--- src/hw/rtl/lrm_pkg.sv ---
// Shared types and constants for the line resampler MAC block.
// Used by lrm_ctrl, lrm_datapath and line_resample_mac_top. No dependencies.
`timescale 1ns / 1ps

package lrm_pkg;

	// Sizes of the stores and the arithmetic
	localparam int LINE_MAX  = 1024;
	localparam int OUT_MAX   = 1024;
	localparam int TAPS_MAX  = 32;
	localparam int FRAC_BITS = 22;
	localparam int LANES     = 4;

	// Field widths
	localparam int POS_W = 10;
	localparam int TAP_W = 5;
	localparam int WGT_W = 24;
	localparam int LEN_W = 6;
	localparam int PIX_W = 8;

	// Derived widths
	localparam int LINE_AW  = $clog2(LINE_MAX);
	localparam int SRC_W    = LINE_AW + 1;
	localparam int LANE_W   = $clog2(LANES);
	localparam int GRP_W    = $clog2(TAPS_MAX / LANES);
	localparam int GCNT_W   = GRP_W + 1;
	localparam int SBANK_D  = LINE_MAX / LANES;
	localparam int WBANK_D  = OUT_MAX * TAPS_MAX / LANES;
	localparam int WBANK_AW = $clog2(WBANK_D);
	localparam int PROD_W   = PIX_W + 1 + WGT_W;
	localparam int ACC_W    = 40;

	localparam logic [LEN_W-1:0] TAPS_RESET = LEN_W'(TAPS_MAX);
	localparam logic [PIX_W-1:0] PIX_MAX    = PIX_W'(255);
	localparam logic signed [ACC_W-1:0] ACC_BIAS = ACC_W'(64'd1 << (FRAC_BITS - 1));

	// Command codes
	typedef enum logic [1:0] {
		CMD_WR_WEIGHT = 2'd0,
		CMD_WR_WINDOW = 2'd1,
		CMD_WR_PIXEL  = 2'd2,
		CMD_READ      = 2'd3
	} cmd_code_t;

	// One input item, unpacked
	typedef struct packed {
		cmd_code_t                command;
		logic [POS_W-1:0]         position;
		logic [TAP_W-1:0]         tap;
		logic signed [WGT_W-1:0]  weight;
		logic [POS_W-1:0]         window_start;
		logic [LEN_W-1:0]         window_length;
		logic [PIX_W-1:0]         pixel;
	} in_item_t;

	// Controller to datapath
	typedef struct packed {
		logic             accept;
		logic             rd_start;
		logic             win_latch;
		logic             issue;
		logic [GRP_W-1:0] grp;
		logic             mul;
		logic             acc;
		logic             out_load;
	} dp_cmd_t;

	// Datapath to controller
	typedef struct packed {
		logic [LEN_W-1:0] len;
	} dp_stat_t;

endpackage

--- src/hw/rtl/lrm_ctrl.sv ---
// Controller of the line resampler: command decode, tap-group sequencing,
// pipeline tracking and the output handshake. Uses lrm_pkg.
`timescale 1ns / 1ps

module lrm_ctrl import lrm_pkg::*; (
	input  logic      clk,
	input  logic      arst_n,
	input  logic      s_tvalid,
	input  cmd_code_t command,
	input  logic      m_tready,
	input  dp_stat_t  stat,
	output logic      s_tready,
	output logic      m_tvalid,
	output dp_cmd_t   cmd
);

	typedef enum logic [4:0] {
		ST_IDLE   = 5'b00001,
		ST_WIN    = 5'b00010,
		ST_RUN    = 5'b00100,
		ST_DRAIN  = 5'b01000,
		ST_FINISH = 5'b10000
	} state_t;

	state_t            state_q, state_d;
	logic [GCNT_W-1:0] grp_q;
	logic [GCNT_W-1:0] groups;
	logic [LEN_W:0]    len_rnd;
	logic              mul_pend_q, acc_pend_q;
	logic              out_valid_q;
	logic              accept;

	assign s_tready = (state_q == ST_IDLE);
	assign accept   = s_tvalid && s_tready;

	// Number of four-tap groups in the window
	assign len_rnd = {1'b0, stat.len} + (LEN_W+1)'(LANES - 1);
	assign groups  = GCNT_W'(len_rnd >> LANE_W);

	// Commands
	always_comb begin
		cmd           = '0;
		cmd.accept    = accept;
		cmd.rd_start  = accept && (command == CMD_READ);
		cmd.win_latch = (state_q == ST_WIN);
		cmd.issue     = (state_q == ST_RUN) && (grp_q < groups);
		cmd.grp       = grp_q[GRP_W-1:0];
		cmd.mul       = mul_pend_q;
		cmd.acc       = acc_pend_q;
		cmd.out_load  = (state_q == ST_FINISH) && (!out_valid_q || m_tready);
	end

	// Next state
	always_comb begin
		state_d = state_q;
		unique case (state_q)
			ST_IDLE:   if (cmd.rd_start) state_d = ST_WIN;
			ST_WIN:    state_d = ST_RUN;
			ST_RUN:    if (!cmd.issue) state_d = ST_DRAIN;
			ST_DRAIN:  if (!mul_pend_q && !acc_pend_q) state_d = ST_FINISH;
			ST_FINISH: if (cmd.out_load) state_d = ST_IDLE;
			default:   state_d = ST_IDLE;
		endcase
	end

	always_ff @(posedge clk or negedge arst_n) begin
		if (!arst_n) begin
			state_q     <= ST_IDLE;
			grp_q       <= '0;
			mul_pend_q  <= 1'b0;
			acc_pend_q  <= 1'b0;
			out_valid_q <= 1'b0;
		end else begin
			state_q    <= state_d;
			mul_pend_q <= cmd.issue;
			acc_pend_q <= mul_pend_q;
			// group counter
			if (state_q == ST_WIN) begin
				grp_q <= '0;
			end else if (cmd.issue) begin
				grp_q <= grp_q + GCNT_W'(1);
			end
			// output slot
			if (cmd.out_load) begin
				out_valid_q <= 1'b1;
			end else if (m_tready) begin
				out_valid_q <= 1'b0;
			end
		end
	end

	assign m_tvalid = out_valid_q;

`ifndef SYNTH
	// A result never overwrites one that has not been taken
	a_no_overwrite: assert property (@(posedge clk) disable iff (!arst_n)
		cmd.out_load |-> (!out_valid_q || m_tready))
		else $error("output register overwritten");

	// Group issue stays inside the window
	a_issue_bound: assert property (@(posedge clk) disable iff (!arst_n)
		cmd.issue |-> (grp_q < groups) && (grp_q < GCNT_W'(TAPS_MAX / LANES)))
		else $error("tap group issued beyond window");

	// Window latch only in the cycle after a read transfer
	a_win_after_read: assert property (@(posedge clk) disable iff (!arst_n)
		cmd.win_latch |-> $past(cmd.rd_start))
		else $error("window latched without read");

	// No result while products are still in flight
	a_drain_done: assert property (@(posedge clk) disable iff (!arst_n)
		cmd.out_load |-> !mul_pend_q && !acc_pend_q)
		else $error("result loaded before accumulation finished");
`endif

endmodule

--- config.mk ---
export PLATFORM = sky130hd
export DESIGN_NAME = lrm_ctrl
export DESIGN_NICKNAME = d
export VERILOG_FILES = /design/src/hw/rtl/lrm_pkg.sv /design/src/hw/rtl/lrm_ctrl.sv
export SDC_FILE = /design/constraint.sdc
export NUM_CORES = 1
export LEC_CHECK = 0
export ABC_AREA = 0
export BUFFER_PORTS_ARGS = -buffer_cell sky130_fd_sc_hd__buf_2
export CELL_PAD_IN_SITES_DETAIL_PLACEMENT = 0
export CELL_PAD_IN_SITES_GLOBAL_PLACEMENT = 1
export CORE_UTILIZATION = 32
export CTS_CLUSTER_DIAMETER = 30
export DETAILED_ROUTE_END_ITERATION = 12
export HOLD_SLACK_MARGIN = 0.15
export PLACE_DENSITY = 0.71
export SLEW_MARGIN = 20
export SYNTH_ARGS = -nofsm -noshare
export SYNTH_HDL_FRONTEND = slang
export SYNTH_SLANG_ARGS = --single-unit
--- constraint.sdc ---
create_clock -name clk -period 3.8 [get_ports clk]
set_clock_uncertainty 0.2 [all_clocks]
set_input_delay 1.14 -clock clk [delete_from_list [all_inputs] [get_ports clk]]
set_output_delay 1.14 -clock clk [all_outputs]
set_load 0.02 [all_outputs]
==> metrics.yaml, run 1 <==
ys.flop_type: "dfrtp_1"
numClockSinks: 12
h-tree-depth: 1
critical_path_cell_count: 9
max_freq_mhz: 245
grt_pass1_wl_mm: 2.93
power.density_mw_per_mm2: 510
overflow: 0
io_pins: 24
clk_pin_slew_worst_paths_ns: 0.08
syn-cell-area_um2: 744
rsz0062_at_grt: "true"
root_buffer: "clkbuf_4"
worstPathMaxFanout: 4
synthCells: 77
drt_iter0_drc: 11
outcome: "finished with violations"
synthTopCellsByArea: "dfrtp_1, ha_1, buf_4"
start_util: 0.337
core_area_mm2: 0.00221
pre_cts_ws_ns: -0.350
crit_path_end_kind: "output port"
nets: 119
grt_usage: 0.154
yosysWarningCount: 0
dp_hpwl_mm: 1.23
die-area_mm2: 0.00252
routed_wl_mm: 1.57
cp_data_required_time_ns: 2.46
rows: 17
vias_per_cell: 4.97
post_drt_wl_per_cell_um: 12.0
drc: 0
peakVddDrop_mv: 0.219
antenna_cells: 0
grt_antenna_before_repair: 0
yosys_register_bits: 12
io_buffers: 23
firstDrtPassIters: 4
critPathTopFamily: "compound AO/OA/AOI/OAI gates"
max_cap_viol_count: 0
crit_buf_inv: 2
grt_max_degree: 13
period_needed_ns: 4.09
cts_made_buffers: 3
fin_crit_sh: 1.08
synth_top_area_share: 0.370
cpPeakStageDelay_ns: 0.41
cts_tree: "done"
crit_type: "primary input to output port"
ctsLongestPathBuffers: 2
cpMaxStageDelayCell: "a2111o_1"
syn_area_per_cell_um2: 9.67
finalHoldViolCount: 0
syn_nets: 93
violations: "negative setup slack"
tightest_slew_ns: 0.595
relSlewSlack: 0.593
final_common_cell: "buf_2"
dieHeight_um: 50.2
crit_arrival_ns: 2.75
hold_slack_ns: 0.249
area_delta_synth_final_pct: 27.9
p_leak_nw: 0.468
crit_path_frequent_cell: "buf_6"
vias: 646
final_cell_mix: "buf_2, dfrtp_1, nand3_1"
synth_seq_area_share: 0.405
setup_viol: 1
grt_pass1_vias: 668
fillers: 232
gp_congestion: 0.744
yosysTopAreaCell: "dfrtp_1"
hold_path_depth: 0
cts_hold_buf: 0
fin_ws_ns: -0.285
synth-edff-count: 0
path_cells: "buf_6, o21a_4, nand2_2, xor2_1, ha_1, a21o_1, a2111o_1, nor2_4, buf_6"
r2r_cells: 6
insertion_delay_ns: 0.27
post_cts_buffers: 0
hold_path_class: "register to register"
ys_types: 32
maxSlewViolCount: 0
synthArstFlopShare: 1.00
drive_above_1_share: 0.373
fp.dieW_um: 50.2
start_kind: "primary input"
ant_nets: 0
[worst register-to-register path, stage by stage (launching register included)]
cell and delay, ns:
dfrtp_1 0.44, ha_1 0.30, a21o_1 0.17, a2111o_1 0.41, buf_4 0.17, or4_1 0.50
a21oi_1 0.15
[cell families after synthesis]
kind of cell    after synthesis  synth area share
fa+ha+maj                     4            0.0672
flops                        12             0.405
mux                           1            0.0134
simple gates                 30             0.224
compound gates               19             0.185
buf+inv                       8            0.0706
xor+xnor                      3            0.0353
[layout make-up]
| type | instances | area, um^2 | share of cell area |
|---|---|---|---|
| flip-flops and latches | 12 | 302 | 0.317 |
| repair buffers | 27 | 164 | 0.172 |
| well taps | 28 | 35.0 | 0.0368 |
| clock buffers | 4 | 36.3 | 0.0381 |
| multi-input cells | 57 | 408 | 0.428 |
| inverters | 2 | 7.51 | 0.00788 |
[worst paths after layout]
path	startpoint	to	slack (ns)
max	stat[1]	cmd[6]	-0.29
min	mul_pend_q	acc_pend_q	0.25
max reg2reg	grp_q[2]	grp_q[3]	1.40
min reg2reg	mul_pend_q	acc_pend_q	0.25
max in group asynchronous	arst_n	state_q[0]	2.59
min in group asynchronous	arst_n	mul_pend_q	0.53
[registers in the layout, summed over array words and instances (netlist names)]
name,flops
state_q,5
grp_q,4
acc_pend_q,1
m_tvalid,1
mul_pend_q,1
[cell usage after synthesis, types with 2 or more instances]
cell / count
o21a_1: 2
nor3_1: 3
nand2b_1: 2
o31ai_1: 2
xor2_1: 2
nand2_1: 3
o32ai_1: 2
inv_1: 2
dfrtp_1: 11
ha_1: 4
a21oi_1: 4
o21ai_0: 3
nand3_1: 8
buf_4: 6
nor2_1: 6
[layer usage]
layer  vias up  part of all wire  routed length, um  global-route usage
li1        333                 -                  -                   -
met1       300              0.48                754               0.200
met2        13              0.47                743               0.244
met3         0             0.042                 66              0.0636
met4         0                 0                  0              0.0143
met5         -                 0                  0                   0
[power by group]
part | total (W) | leakage, nW | internal (W) | switching, W
Sequential | 0.000193 | 0.159 | 0.000158 | 0.0000356
Combinational | 0.000191 | 0.287 | 0.0000816 | 0.000109
Clock | 0.000101 | 0.0210 | 0.0000582 | 0.0000432
Total | 0.000485 | 0.468 | 0.000297 | 0.000188
[repair_timing]
item | in CTS | in global routing
setup endpoints to repair | 1 | 1
cloned | 0 | 0
resized for setup | 3 | 1
[through the flow]
| step | total power [W] | cells | util | setup TNS (ns) | cell area, um^2 |
|---|---|---|---|---|---|
| floorplan | 0.000341 | 77 | - | -0.119 | 762 |
| global placement | 0.000382 | 126 | 0.406 | -0.319 | 897 |
| detailed placement | 0.000385 | 126 | 0.406 | -0.350 | 897 |
| CTS | 0.000492 | 130 | 0.428 | -0.295 | 946 |
| global route | 0.000525 | 130 | 0.430 | -0.391 | 952 |
| finish | 0.000485 | 130 | 0.430 | -0.285 | 952 |
(Power assumes the default switching activity.)
==> inputs of run 2 (changes only) <==
--- a/config.mk
+++ b/config.mk
@@ -9,11 +9,12 @@
 export BUFFER_PORTS_ARGS = -buffer_cell sky130_fd_sc_hd__buf_2
 export CELL_PAD_IN_SITES_DETAIL_PLACEMENT = 0
 export CELL_PAD_IN_SITES_GLOBAL_PLACEMENT = 1
+export CORE_MARGIN = 2
 export CORE_UTILIZATION = 32
 export CTS_CLUSTER_DIAMETER = 30
 export DETAILED_ROUTE_END_ITERATION = 12
 export HOLD_SLACK_MARGIN = 0.15
-export PLACE_DENSITY = 0.71
+export PLACE_DENSITY_LB_ADDON = 0.1
 export SLEW_MARGIN = 20
 export SYNTH_ARGS = -nofsm -noshare
 export SYNTH_HDL_FRONTEND = slang
==> run 2 against run 1 <==
The flow still finishes with violations (negative setup slack). Final area is 0.79% higher. Non-clock buffer count is 1 higher. Setup slack better by 0.0035 ns. Final cell count is 0.77% higher. Via count is 2.8% lower. Maximum frequency hardly changed. Critical path depth stayed put.
==> metrics.yaml, run 2 (synthesis results as in run 1) <==
grt_pass1_wl_mm: 2.58
drc: 0
peakVddDrop_mv: 0.271
hold_path_class: "register to register"
clk_pin_slew_worst_paths_ns: 0.08
path_cells: "buf_6, o21a_4, nand2_2, xor2_1, ha_1, a21o_1, a2111o_1, nor2_4, buf_6"
grt_max_degree: 13
period_needed_ns: 4.08
rows: 17
routed_wl_mm: 1.58
rsz0062_at_grt: "true"
p_switching_w: 0.000187
seqPwrFrac: 0.396
largest_reg_flops: 5
critPathTopFamily: "compound AO/OA/AOI/OAI gates"
cts-resized-gates: 2
combPwrFrac: 0.395
internal_power_w: 0.000298
insertion_delay_ns: 0.27
cts_hold_buf: 0
crit_path_end_kind: "output port"
regMostFlops: "state_q"
grt_antenna_before_repair: 0
pre_cts_ws_ns: -0.340
cpPeakStageDelay_ns: 0.41
vias: 628
hold_slack_ns: 0.234
crit_path_end: "cmd[6]"
maxSlewViolCount: 0
post_drt_wl_per_cell_um: 12.1
tightest_slew_ns: 0.620
finalHoldViolCount: 0
largestRegisters: "state_q (5), grp_q (4)"
cts_made_buffers: 3
ctsLongestPathBuffers: 2
overflow: 0
cp_data_required_time_ns: 2.46
gp_congestion: 0.774
nets: 120
rrSetupSlack_ns: 1.38
r2r-start: "grp_q[2]"
fin_area_um2: 960
grt_usage: 0.131
crit_buf_inv: 2
violations: "negative setup slack"
max_freq_mhz: 245
post_cts_buffers: 0
io_buffers: 23
worstPathMaxFanout: 4
setup_viol: 1
ant_nets: 0
critical_path_cell_count: 9
dieHeight_um: 52.2
firstDrtPassIters: 4
cts_tree: "done"
die-area_mm2: 0.00273
fp.dieW_um: 52.2
dp_hpwl_mm: 1.22
reg2reg_to: "grp_q[3]"
start_kind: "primary input"
crit_arrival_ns: 2.74
crit_path_frequent_cell: "buf_6"
cpMaxStageDelayCell: "a2111o_1"
antenna_cells: 0
power.density_mw_per_mm2: 505
area_delta_synth_final_pct: 28.9
relSlewSlack: 0.576
grt_pass1_vias: 589
r2r_cells: 6
fin_crit_sh: 1.07
final_cell_mix: "buf_2, dfrtp_1, nand3_1"
fin_ws_ns: -0.282
max_cap_viol_count: 0
root_buffer: "clkbuf_4"
numClockSinks: 12
final_common_cell: "buf_2"
h-tree-depth: 1
p_leak_nw: 0.473
clkPwrFrac: 0.210
outcome: "finished with violations"
drive_above_1_share: 0.379
startpoint: "stat[1]"
drt_iter0_drc: 3
io_pins: 24
core_area_mm2: 0.00221
switching_share: 0.386
vias_per_cell: 4.79
start_util: 0.337
crit_type: "primary input to output port"
post_dp_cell_area_um2: 905
-- run 2: cell types whose count changed in the layout (fill, tap and decap cells not counted) --
cell and change:
buf_4 +1
-- run 2: routing by layer --
layer  vias to the layer above  part of all wire  GRT usage
li1                        336                 -          -
met3                         2             0.061     0.0257
met2                        19              0.40      0.179
met5                         -                 0          0
met1                       271              0.53      0.189
met4                         0            0.0088     0.0769
-- run 2: how the worst min path moves through the flow --
stage	start	cells after the start	endpoint
2_1_floorplan	mul_pend_q	0	acc_pend_q
4_1_cts	mul_pend_q	0	acc_pend_q
3_5_place_dp	mul_pend_q	0	acc_pend_q
3_3_place_gp	mul_pend_q	0	acc_pend_q
6_report	mul_pend_q	0	acc_pend_q
5_1_grt	mul_pend_q	0	acc_pend_q
-- run 2: power groups by stage --
stage	Clock [W]	Sequential, W	Combinational [W]
2_1_floorplan	0	0.000185	0.000156
3_3_place_gp	0	0.000195	0.000189
3_5_place_dp	0	0.000196	0.000190
4_1_cts	0.000108	0.000192	0.000192
5_1_grt	0.000113	0.000200	0.000218
6_report	0.000102	0.000192	0.000191
-- run 2: cell type report --
cell class	count	area (um^2)
fillers	232	1250
multi-input cells	57	408
flip-flops and latches	12	302
repair buffers	28	171
clock buffers	4	36.3
well taps	28	35.0
inverters	2	7.51
-- run 2: stage by stage --
step	cells	power, W	TNS, ns	util
final	131	0.000485	-0.282	0.434
after global routing	131	0.000531	-0.368	0.434
after CTS	131	0.000492	-0.307	0.428
after detailed placement	127	0.000386	-0.340	0.409
after global placement	127	0.000384	-0.326	0.409
after floorplan	77	0.000341	-0.119	-
